$ cat src/rtl/adpc_pkg.sv
// types, constants and the per-door step function of the airlock door pair controller
`default_nettype none

package adpc_pkg;

    localparam int unsigned CNT_W = 16;

    localparam logic [CNT_W-1:0] OPEN_HOLD_RESET     = 16'd5000;
    localparam logic [CNT_W-1:0] BLINK_RESET         = 16'd200;
    localparam logic [CNT_W-1:0] MOTOR_TIMEOUT_RESET = 16'd8000;
    localparam logic [CNT_W-1:0] CNT_MAX             = 16'hFFFF;

    typedef enum logic [2:0] {
        MODE_INIT    = 3'd0,
        MODE_STOP    = 3'd1,
        MODE_OPENING = 3'd2,
        MODE_OPENED  = 3'd3,
        MODE_CLOSING = 3'd4,
        MODE_ERROR   = 3'd5
    } mode_t;

    typedef enum logic [1:0] {
        CFG_OPEN_HOLD     = 2'd0,
        CFG_BLINK         = 2'd1,
        CFG_MOTOR_TIMEOUT = 2'd2
    } cfg_idx_t;

    typedef struct packed {
        logic [CNT_W-1:0] hold_ticks;
        logic [CNT_W-1:0] blink_ticks;
        logic [CNT_W-1:0] timeout_ticks;
    } cfg_t;

    typedef struct packed {
        logic req;
        logic barrier;
        logic closed_sw;
        logic open_sw;
        logic other_closed;
    } door_in_t;

    typedef struct packed {
        mode_t            mode;
        logic             open_drive;
        logic             close_drive;
        logic             lamp;
        logic [CNT_W-1:0] hold_cnt;
        logic [CNT_W-1:0] blink_cnt;
        logic [CNT_W-1:0] tmo_cnt;
    } door_t;

    function automatic door_t door_step(door_t cur, door_in_t din, cfg_t cfg);
        door_t d;
        d = cur;
        if (cur.mode != MODE_OPENED) begin
            d.hold_cnt = '0;
        end
        if (cur.mode != MODE_CLOSING) begin
            d.blink_cnt = '0;
        end
        case (cur.mode)
            MODE_STOP: begin
                d.open_drive  = 1'b0;
                d.close_drive = 1'b0;
                d.lamp        = 1'b0;
                if (din.req && din.other_closed) begin
                    d.mode = MODE_OPENING;
                end
            end
            MODE_OPENING: begin
                d.open_drive  = 1'b1;
                d.close_drive = 1'b0;
                d.lamp        = 1'b0;
                if (din.open_sw) begin
                    d.mode = MODE_OPENED;
                end
            end
            MODE_OPENED: begin
                d.open_drive  = 1'b0;
                d.close_drive = 1'b0;
                d.lamp        = 1'b0;
                d.hold_cnt    = cur.hold_cnt + 16'd1;
                if (d.hold_cnt >= cfg.hold_ticks) begin
                    d.hold_cnt = '0;
                    d.mode     = MODE_CLOSING;
                end
            end
            MODE_CLOSING: begin
                d.open_drive  = 1'b0;
                d.close_drive = 1'b1;
                d.blink_cnt   = cur.blink_cnt + 16'd1;
                if (d.blink_cnt >= cfg.blink_ticks) begin
                    d.blink_cnt = '0;
                    d.lamp      = ~cur.lamp;
                end
                if (din.closed_sw) begin
                    d.mode = MODE_STOP;
                end
                if (din.barrier || din.req) begin
                    d.mode = MODE_OPENING;
                end
            end
            MODE_ERROR: begin
                d.open_drive  = 1'b0;
                d.close_drive = 1'b0;
                d.lamp        = 1'b1;
                if (din.req) begin
                    d.mode = MODE_CLOSING;
                end
            end
            default: begin
                d.lamp = 1'b0;
                d.mode = din.closed_sw ? MODE_STOP : MODE_CLOSING;
            end
        endcase
        // motor watchdog
        if (d.open_drive || d.close_drive) begin
            if (cur.tmo_cnt != CNT_MAX) begin
                d.tmo_cnt = cur.tmo_cnt + 16'd1;
            end
        end else begin
            d.tmo_cnt = '0;
        end
        if (d.tmo_cnt > cfg.timeout_ticks) begin
            d.mode        = MODE_ERROR;
            d.open_drive  = 1'b0;
            d.close_drive = 1'b0;
            d.lamp        = 1'b1;
            d.tmo_cnt     = '0;
            d.hold_cnt    = '0;
            d.blink_cnt   = '0;
        end
        return d;
    endfunction

endpackage

`default_nettype wire

$ cat src/rtl/airlock_door_pair_controller.sv
// top level of the airlock door pair controller
// Each input transaction is one scan tick of both doors and yields exactly one output
// transaction holding the drive, lamp and mode of both doors after that tick. A tick is
// captured in an input register and worked out combinationally from there into the result
// register and the door state, and one tick is taken every cycle while the output side
// keeps up. Backpressure on the output stalls both registers in turn. Configuration
// writes apply to ticks evaluated after the write.
`default_nettype none

module airlock_door_pair_controller (
    input  wire logic        aclk,
    input  wire logic        aresetn,
    input  wire logic        s_tvalid,
    output logic             s_tready,
    // request_a, request_b, barrier_a, barrier_b,
    // closed_limit_a, open_limit_a, closed_limit_b, open_limit_b
    input  wire logic [7:0]  s_tdata,
    output logic             m_tvalid,
    input  wire logic        m_tready,
    // drive_open_a, drive_close_a, lamp_a, drive_open_b, drive_close_b, lamp_b,
    // mode_a[2:0], mode_b[2:0], four zero bits
    output logic [15:0]      m_tdata,
    input  wire logic        cfg_we,
    input  wire logic [1:0]  cfg_index,
    input  wire logic [15:0] cfg_wdata
);

    adpc_pkg::cfg_t     cfg_reg;
    adpc_pkg::door_t    door_a_reg;
    adpc_pkg::door_t    door_b_reg;
    adpc_pkg::door_t    door_a_next;
    adpc_pkg::door_t    door_b_next;
    adpc_pkg::door_in_t din_a;
    adpc_pkg::door_in_t din_b;

    logic        in_valid_reg;
    logic [7:0]  in_data_reg;
    logic        out_valid_reg;
    logic [15:0] out_data_reg;
    logic [15:0] out_data_next;
    logic        out_free;
    logic        advance;

    assign out_free = !out_valid_reg || m_tready;
    assign advance  = in_valid_reg && out_free;
    assign s_tready = !in_valid_reg || out_free;
    assign m_tvalid = out_valid_reg;
    assign m_tdata  = out_data_reg;

    always_comb begin
        din_a.req          = in_data_reg[0];
        din_a.barrier      = in_data_reg[2];
        din_a.closed_sw    = in_data_reg[4];
        din_a.open_sw      = in_data_reg[5];
        din_a.other_closed = in_data_reg[6];
        din_b.req          = in_data_reg[1];
        din_b.barrier      = in_data_reg[3];
        din_b.closed_sw    = in_data_reg[6];
        din_b.open_sw      = in_data_reg[7];
        din_b.other_closed = in_data_reg[4];
        door_a_next = adpc_pkg::door_step(door_a_reg, din_a, cfg_reg);
        door_b_next = adpc_pkg::door_step(door_b_reg, din_b, cfg_reg);
        out_data_next = {4'b0000, door_b_next.mode, door_a_next.mode,
                         door_b_next.lamp, door_b_next.close_drive, door_b_next.open_drive,
                         door_a_next.lamp, door_a_next.close_drive, door_a_next.open_drive};
    end

    always_ff @(posedge aclk) begin
        if (!aresetn) begin
            cfg_reg.hold_ticks    <= adpc_pkg::OPEN_HOLD_RESET;
            cfg_reg.blink_ticks   <= adpc_pkg::BLINK_RESET;
            cfg_reg.timeout_ticks <= adpc_pkg::MOTOR_TIMEOUT_RESET;
        end else if (cfg_we) begin
            case (adpc_pkg::cfg_idx_t'(cfg_index))
                adpc_pkg::CFG_OPEN_HOLD:     cfg_reg.hold_ticks    <= cfg_wdata;
                adpc_pkg::CFG_BLINK:         cfg_reg.blink_ticks   <= cfg_wdata;
                adpc_pkg::CFG_MOTOR_TIMEOUT: cfg_reg.timeout_ticks <= cfg_wdata;
                default: begin
                end
            endcase
        end
    end

    always_ff @(posedge aclk) begin
        if (!aresetn) begin
            in_valid_reg  <= 1'b0;
            out_valid_reg <= 1'b0;
            door_a_reg    <= '0;
            door_b_reg    <= '0;
        end else begin
            if (s_tready) begin
                in_valid_reg <= s_tvalid;
            end
            if (out_free) begin
                out_valid_reg <= in_valid_reg;
            end
            if (advance) begin
                door_a_reg <= door_a_next;
                door_b_reg <= door_b_next;
            end
        end
    end

    always_ff @(posedge aclk) begin
        if (s_tvalid && s_tready) begin
            in_data_reg <= s_tdata;
        end
        if (advance) begin
            out_data_reg <= out_data_next;
        end
    end

endmodule

`default_nettype wire

$ cat config.mk
export PLATFORM = sky130hd
export DESIGN_NAME = airlock_door_pair_controller
export DESIGN_NICKNAME = d
export VERILOG_FILES = /design/src/rtl/adpc_pkg.sv /design/src/rtl/airlock_door_pair_controller.sv
export SDC_FILE = /design/constraint.sdc
export NUM_CORES = 1
export LEC_CHECK = 0
export BUFFER_PORTS_ARGS = -buffer_cell sky130_fd_sc_hd__buf_2
export CORE_AREA = 2 2 166 127
export DETAILED_ROUTE_END_ITERATION = 10
export DIE_AREA = 0 0 168 129
export PLACE_DENSITY_LB_ADDON = 0.05
export RECOVER_POWER = 100
export SYNTH_ARGS = -nofsm -noshare
export SYNTH_HDL_FRONTEND = slang
export SYNTH_SLANG_ARGS = --single-unit
$ cat constraint.sdc
create_clock -name aclk -period 6.4 [get_ports aclk]
set_input_delay 1.28 -clock aclk [delete_from_list [all_inputs] [get_ports aclk]]
set_output_delay 1.28 -clock aclk [all_outputs]
set_load 0.02 [all_outputs]
## Word-level counts from Yosys, hierarchy flattened

Cells that the tools add are included.

- Register bits: 178
- Latch bits: 0
- Bits in writable memories: 0
- ROM bits: 0
- Input bits: 31
- Output and inout port bits: 18
- Logic and storage cells: 119
- Memories: 0

- Add/sub/neg operators: 6
- $mul: 0
- Div/mod/pow operators: 0
- Order comparisons: 6
- Eq/ne operators: 18
- Shift-type cells: 0
- Muxes and demuxes: 40
- Bitwise operators: 2
- Reductions and logical operators: 26

Operators with widths:

| cell | count |
|---|---|
| $mux W16 | 16 |
| $mux W54 | 2 |
| $add A16 B1 Y16 const B | 6 |
| $ge A16 B16 Y1 | 4 |
| $mux W3 | 14 |
| $gt A16 B16 Y1 | 2 |
| $ne A16 B16 Y1 const B | 2 |
| $pmux W3 S5 | 2 |
| $reduce_and A2 Y1 | 7 |
| $eq A3 B2 Y1 const B | 4 |
| $eq A3 B3 Y1 const B | 4 |
| $pmux W2 S3 | 2 |
| $reduce_bool A3 Y1 | 4 |
| $eq A3 B1 Y1 const B | 2 |
| $logic_or A1 B1 Y1 | 6 |
| $ne A3 B2 Y1 const B | 2 |
| $ne A3 B3 Y1 const B | 2 |
| $reduce_or A3 Y1 | 2 |
| $logic_and A1 B1 Y1 | 4 |
| $pmux W1 S2 | 2 |
| $eq A2 B1 Y1 const B | 1 |
| $eq A2 B2 Y1 const B | 1 |
| $logic_not A1 Y1 | 2 |
| $logic_not A2 Y1 | 1 |
| 2 further kinds | 4 |

## Longest topological paths before layout

Gate-level depths: netlist (run 1).

- Depth in word-level cells: 8
- Gate-level depth with buffers: 18
- Gate-level depth less buffers: 16

## Worst setup path before layout (run 1)

Ideal clock, no wire load.

- Path kind: reg-to-reg
- Start: register door_b_reg[0] in the netlist's numbering
- End: register door_b_reg[51] in the netlist's numbering
- Library setup time: 0.116 ns
- Arrival: 3.614 ns
- Required time: 6.284 ns
- Path slack: 2.670 ns
- Stages on the path, launching flop included: 16
- Path buffers: 0
- Period minus slack after synthesis: 3.730 ns
- Path through: dfxtp_1 ha_1 nand3_1 nor4_4 nand4_2 nand4_1 nor2_1 xnor2_1 nor2_1 ha_1 a21oi_1 o21ai_0 a221o_1 o31a_4 or3_4 o211a_1

RTL lines:

| element | line | RTL |
|---|---|---|
| start, declared | airlock_door_pair_controller.sv:30 | `adpc_pkg::door_t door_b_reg;` |
| start signal, assigned | airlock_door_pair_controller.sv:99 | `door_b_reg <= door_b_next;` |

==> results of run 1 <==
==> cell usage after synthesis (all sizes together) (4+ instances only) <==
master,n
o21ai,42
nand3,56
a22o,21
o31ai,4
and4b,4
nor2,91
o22ai,4
o211ai,21
or2,5
xnor2,39
a32oi,6
nand4,22
clkbuf,47
a21o,9
inv,66
buf,24
a211oi,12
a21oi,99
or3,8
nand3b,10
and3,25
dfxtp,158
ha,102
xor2,33
nor4,6
a21boi,4
nand2,187
nand2b,13
and2,4
a31oi,23
edfxtp,20
nor3,30
mux2i,6
a32o,37
nor2b,14
nor3b,5
==> metrics by stage <==
stage | instance area (um^2) | hold WS (ps) | instances
after floorplan | 10900 | 436 | 1299
after global placement | 11200 | 443 | 1538
after detailed placement | 11200 | 447 | 1538
after CTS | 11800 | 457 | 1570
after global routing | 11700 | 475 | 1570
final | 11700 | 455 | 1570
==> worst reg2reg max path, cell delays in order (launching register included) <==
cell	delay, ps
dfxtp_1	350
ha_1	270
nand2_1	140
nor2_1	100
a21oi_1	330
nor3b_1	500
nand3_1	210
xor2_1	190
nor2_1	70
ha_1	330
nand4_1	130
a311oi_1	70
a211o_1	280
o31a_1	510
nor3_1	1220
nand4b_1	170
a31oi_1	230
==> power by group <==
| group | leakage (uW) | internal (uW) | switching (uW) | total, uW |
|---|---|---|---|---|
| registers | 0.00147 | 1150 | 19.2 | 1170 |
| clock network | 0.000289 | 588 | 493 | 1080 |
| logic | 0.00287 | 61.2 | 149 | 211 |
==> routing by layer <==
| metal | GRT usage [%] | vias to the layer above | routed length (um) |
|---|---|---|---|
| met5 | 0 | - | 0 |
| met4 | 6.60 | 0 | 388 |
| met3 | 4.24 | 28 | 1400 |
| met2 | 40.5 | 242 | 11800 |
| met1 | 37.5 | 4334 | 13800 |
| li1 | - | 4691 | - |
==> logic make-up after synthesis <==
group	Yosys count	share of synthesized area (%)
other cells	1	0.0344
flops	178	34.5
compound gates	310	19.7
fa+ha+maj	102	11.7
mux	7	0.655
xor+xnor	72	5.79
simple gates	489	22.3
buf+inv	137	5.24
==> worst min path at each step <==
stage,endpoint,slack [ps],cells after the start,startpoint
5_1_grt,cfg_reg[26],470,2,cfg_reg[26]
6_report,cfg_reg[18],450,2,cfg_reg[18]
3_5_place_dp,cfg_reg[15],450,2,cfg_reg[15]
3_3_place_gp,cfg_reg[36],440,2,cfg_reg[36]
2_1_floorplan,cfg_reg[13],440,2,cfg_reg[13]
4_1_cts,cfg_reg[15],460,2,cfg_reg[15]
==> final cells by class <==
cell class / count / area [um^2]
Clock buffer: 17 / 425
Clock inverter: 15 / 171
Fill cell: 1806 / 8270
Inverter: 66 / 248
Multi-Input combinational cell: 984 / 6530
Sequential cell: 178 / 3760
Tap cell: 258 / 323
Timing Repair Buffer: 52 / 250
==> summary.md, run 1 <==
| Metric | Value |
|---|---|
| RSZ-0062 raised after global routing | no |
| Crit path cell chain | clkbuf_1, inv_1, clkbuf_1, nor2_4, buf_4, a221o_1 |
| Synthesized flop and latch total | 178 |
| Antenna-violating nets left | 0 |
| Gr usage total | 25.9% |
| Area added between synthesis and finish | 7.53% |
| YS warnings | 0 |
| Pin count of the biggest net entering global routing | 71 |
| Status | complete, but fails checks |
| DP Worst Slack | 1760 ps |
| Initial Utilization | 54.5% |
| Fin crit share | between 80% and 90% |
| Kind of end point of the critical path | flop |
| LEAKAGE | between 0.004 and 0.005 uW |
| CTS tree | yes |
| H-Tree Depth | 4 |
| GP Congestion | 0.918 |
| Top post-synthesis cells by area | dfxtp_1 29%, ha_1 12%, nand2_1 6.4% |
| Post_cts resized | 0 |
| # setup viols final | 0 |
| Root buffer cell | clkbuf_16 |
| Instance count on the critical path | 6 |
| R2R Path Start | door_a_reg[0] |
| Synth area leader | dfxtp_1 |
| Most frequent cells in the layout | 187 x nand2_1, 158 x dfxtp_1, 102 x ha_1 |
| Synth Flop Type | dfxtp_1 |
| Initial antenna violation count | 0 |
| Worst endpoint required time | 6730 ps |
| Kind of cell adding the most delay to the critical path | buffers and inverters |
| Capturing point of the worst reg2reg path | door_a_reg[36] |
| Data arrival, critical path | ~5700 ps |
| Most common cell after layout, fill and taps aside | nand2_1 |
| Starting DRC count in detailed routing | 699 |
| Antenna cells | 0 |
| Layout Skew | 15.4 ps |
| Most frequent CP cell | clkbuf_1 |
| Final hold vios | 0 |
| Post-synth EDFFs | 20 |
| Global-route wire length before repair | 44,500 um |
| Reg-to-reg slack, setup | 1190 ps |
| Tmin final | 5330 ps |
| IO Port Bufs | 44 |
| PnR Total Power | 2460 uW |
| Slowest-stage cell, CP | clkbuf_1 |
| CTS Buffer Depth | 2 |
| Maximum VDD drop | ~0.16 mV |
| Critical path type | in -> reg |
| R2R depth | 16 |
| Gr ovfl total | 0 |
| Die span in y | 129 um |
| CTS Buf Count | 17 |
| Startpoint type of the worst setup path | primary input |
| Slew at the pin with the worst max-slew slack | 2950 ps |
| Setup repair bufs after CTS | 0 |
| Setup crit start | aresetn |
| Via count | just over 9,000 |
| Peak Freq | ~0.19 GHz |
| Max_cap viols | 2 |
| Worst min path class | reg -> reg |
| Final worst slack | approximately 1100 ps |
| Layout cell share with drive strength beyond 1 | under 10% |
| Synthesized netlist cell count | 1,296 |
| Die width | 168 um |
| Fin util | around three fifths |
| Synth async-reset ratio | 0% |
| Critical Path Fanout Max | 70 |
| WP buf/inv | 4 |
| Synth top area share | just under 30% |
| Max_slew headroom | -96.8% |
| Power Dens Cells | 210 nW/um^2 |
| HPWL Detailed | 19,800 um |
| TNS Setup | 0 ps |
| I/O pin count | 49 |
| Final net count | 1,432 |
| Clk_lat worst skew | 440 ps |
| Core Region | 20,000 um^2 |
| DRT Pass-1 Iters | 6 |
| Clock slew at reported path FFs | 70 ps |
| Sink Count | 178 |
| Die area | about 22,000 um^2 |
| Routed vias/inst | approximately 5.9 |
| Number of global-route vias before repair | 8,358 |
| Slew Viols, Final | 108 |
| Row count | 45 |
| Seq/Total Area, Yosys | about a third |
| DR WL/cell | around 17 um |
| Post-route DRC violation count | 0 |
| Violated checks | capacitance limit, slew limit |
| Final wirelength | 27,400 um |
| Crit path to | door_b_reg[8] |
| CP max stage delay | 2140 ps |
| Yosys cell types | 76 |
| Synth Area per Inst | 8.41 um^2 |
| Hold_buf cts | 0 |
| Synthesized area | 10,900 um^2 |
(Power assumes the default switching activity.)
==> run 2: changes to the inputs <==
Clock period 6.4 ns to 4.4 ns, I/O delays scaled along.
==> summary.md, run 2 (synthesis gave the netlist of run 1 again) <==
| Metric | Value |
|---|---|
| Status | complete, but fails checks |
| Violated checks | capacitance limit, slew limit |
| Clock slew at reported path FFs | 70 ps |
| Kind of cell adding the most delay to the critical path | compound AO/OA/AOI/OAI gates |
| TNS Setup | 0 ps |
| Sink Count | 178 |
| Final net count | 1,448 |
| Fin crit share | between 90% and 100% |
| Placed Cells | 1,552 |
| H-Tree Depth | 4 |
| Layout cell share with drive strength beyond 1 | 8.43% |
| GP Congestion | 0.891 |
| HPWL Detailed | 20,600 um |
| Worst min path class | reg -> reg |
| Cell Int Power | roughly 2600 uW |
| P_sw | 1000 uW |
| # setup viols final | 0 |
| Final hold vios | 0 |
| Via count | ~9,400 |
| Tmin final | 4140 ps |
| Worst endpoint required time | 4780 ps |
| Clk_lat worst skew | roughly 440 ps |
| Maximum VDD drop | 0.261 mV |
| Most common cell after layout, fill and taps aside | nand2_1 |
| Initial antenna violation count | 0 |
| Fillers | 1,819 |
| Most frequent CP cell | buf_4 |
| Row count | 45 |
| Slew at the pin with the worst max-slew slack | approximately 2200 ps |
| DR WL/cell | ~18 um |
| Layout Skew | around 9.6 ps |
| Max_slew headroom | -44.1% |
| Area added between synthesis and finish | 9.43% |
| Pin count of the biggest net entering global routing | 57 |
| Kind of end point of the critical path | flop |
| LEAKAGE | 0.00474 uW |
| Power Dens Cells | ~300 nW/um^2 |
| DRT Pass-1 Iters | 5 |
| Slowest-stage cell, CP | o31a_4 |
| CTS tree | yes |
| Die area | approximately 22,000 um^2 |
| Post-route DRC violation count | 0 |
| IO Port Bufs | 44 |
| Gr ovfl total | 0 |
| Antenna cells | 0 |
| Most frequent cells in the layout | 187 x nand2_1, 158 x dfxtp_1, 101 x ha_1 |
| Clock power share | 43.5% |
| CTS Buffer Depth | 2 |
| Combinational Power Share | 9.1% |
| Starting DRC count in detailed routing | 677 |
| Hold_buf cts | 0 |
| Sequential power share | between 40% and 50% |
| Gr usage total | 26.7% |
| Routed vias/inst | 5.91 |
| Critical Path Fanout Max | 16 |
| Post-Layout Cell Count | 1,586 |
| Critical path type | reg -> reg |
| Fin util | 59.6% |
| Area after DPL | 11,300 um^2 |
| Sw Ratio | 27.9% |
| Slew Viols, Final | 57 |
| CTS Buf Count | 17 |
| Die width | around 170 um |
| Number of global-route vias before repair | 8,660 |
| Area of the multi-input gates | 6580 um^2 |
| Antenna-violating nets left | 0 |
| Startpoint type of the worst setup path | flop |
| Register area | 3760 um^2 |
| Core Region | ~20,000 um^2 |
| Global-route wire length before repair | ~45,000 um |
| Final Cell Area | 11,900 um^2 |
| Peak Freq | 0.241 GHz |
| Initial Utilization | roughly 55% |
| Root buffer cell | clkbuf_16 |
| RSZ-0062 raised after global routing | no |
| Die span in y | 129 um |
| WP buf/inv | 3 |
| CP max stage delay | 470 ps |
| Final wirelength | 28,300 um |
| Crit path cell chain | ha_2, nand3_1, nor4_4, buf_4, buf_4, a21oi_1, a311oi_1, ha_1, a21oi_2, nand2_1, a221o_1, o31a_4, nor3_4, buf_4, a22o_1 |
| Max_cap viols | 2 |
| I/O pin count | 49 |
| Data arrival, critical path | 4520 ps |
-- run 2: cell types whose count changed in the layout (fill, tap and decap cells not counted), moves of 2 or more --
cell,previous run,this run
buf_12,0,3
buf_4,5,19
clkinv_8,0,2
clkinvlp_4,1,3
nor3_1,27,25
nor3_4,2,4
-- run 2: worst paths after layout --
check,from,to,slack (ps),depth (start not counted)
max reg2reg,door_b_reg[0],door_b_reg[13],260,15
min reg2reg,cfg_reg[47],cfg_reg[47],460,2
min,cfg_reg[47],cfg_reg[47],460,2
max,door_b_reg[0],door_b_reg[13],260,15
-- run 2: metrics by stage --
step	total power, uW	setup WS, ps	hold slack [ps]
3_3_place_gp	2060	270	443
6_report	3590	258	457
4_1_cts	3610	162	458
2_1_floorplan	1950	670	436
3_5_place_dp	2060	193	448
5_1_grt	3710	6.07	481
-- run 2: power by group through the flow --
stage          sequential [uW]  combinational (uW)  clock (uW)
2_1_floorplan             1740                 210           0
3_3_place_gp              1740                 325           0
3_5_place_dp              1740                 326           0
4_1_cts                   1700                 328        1580
5_1_grt                   1700                 360        1650
6_report                  1700                 325        1560
-- run 2: worst register-to-register path: cells and delay by family, from the launching register on --
family	cells	cell delay, ps
simple gates	4	940
flops	1	430
fa+ha+maj	2	610
buf+inv	3	530
compound gates	6	1600
-- run 2: area by class of cell --
type                            count  area share (%)
Multi-Input combinational cell    984            55.2
Sequential cell                   178            31.6
Timing Repair Buffer               68            3.45
Tap cell                          258            2.71
Clock buffer                       17            3.57
Inverter                           66            2.08
Clock inverter                     15            1.44
-- run 2: metal layers --
| layer | track usage [%] | routed length [um] | up-vias |
|---|---|---|---|
| met2 | 42.0 | 12300 | 212 |
| li1 | - | - | 4720 |
| met4 | 8.49 | 524 | 0 |
| met5 | 0 | 0 | - |
| met3 | 5.29 | 1570 | 41 |
| met1 | 37.0 | 14000 | 4401 |
-- run 2: repair_timing --
action / CTS / global route
resized for setup: 0 / 2
buffers inserted: 0 / 2
endpoints found under the setup margin: 0 / 37
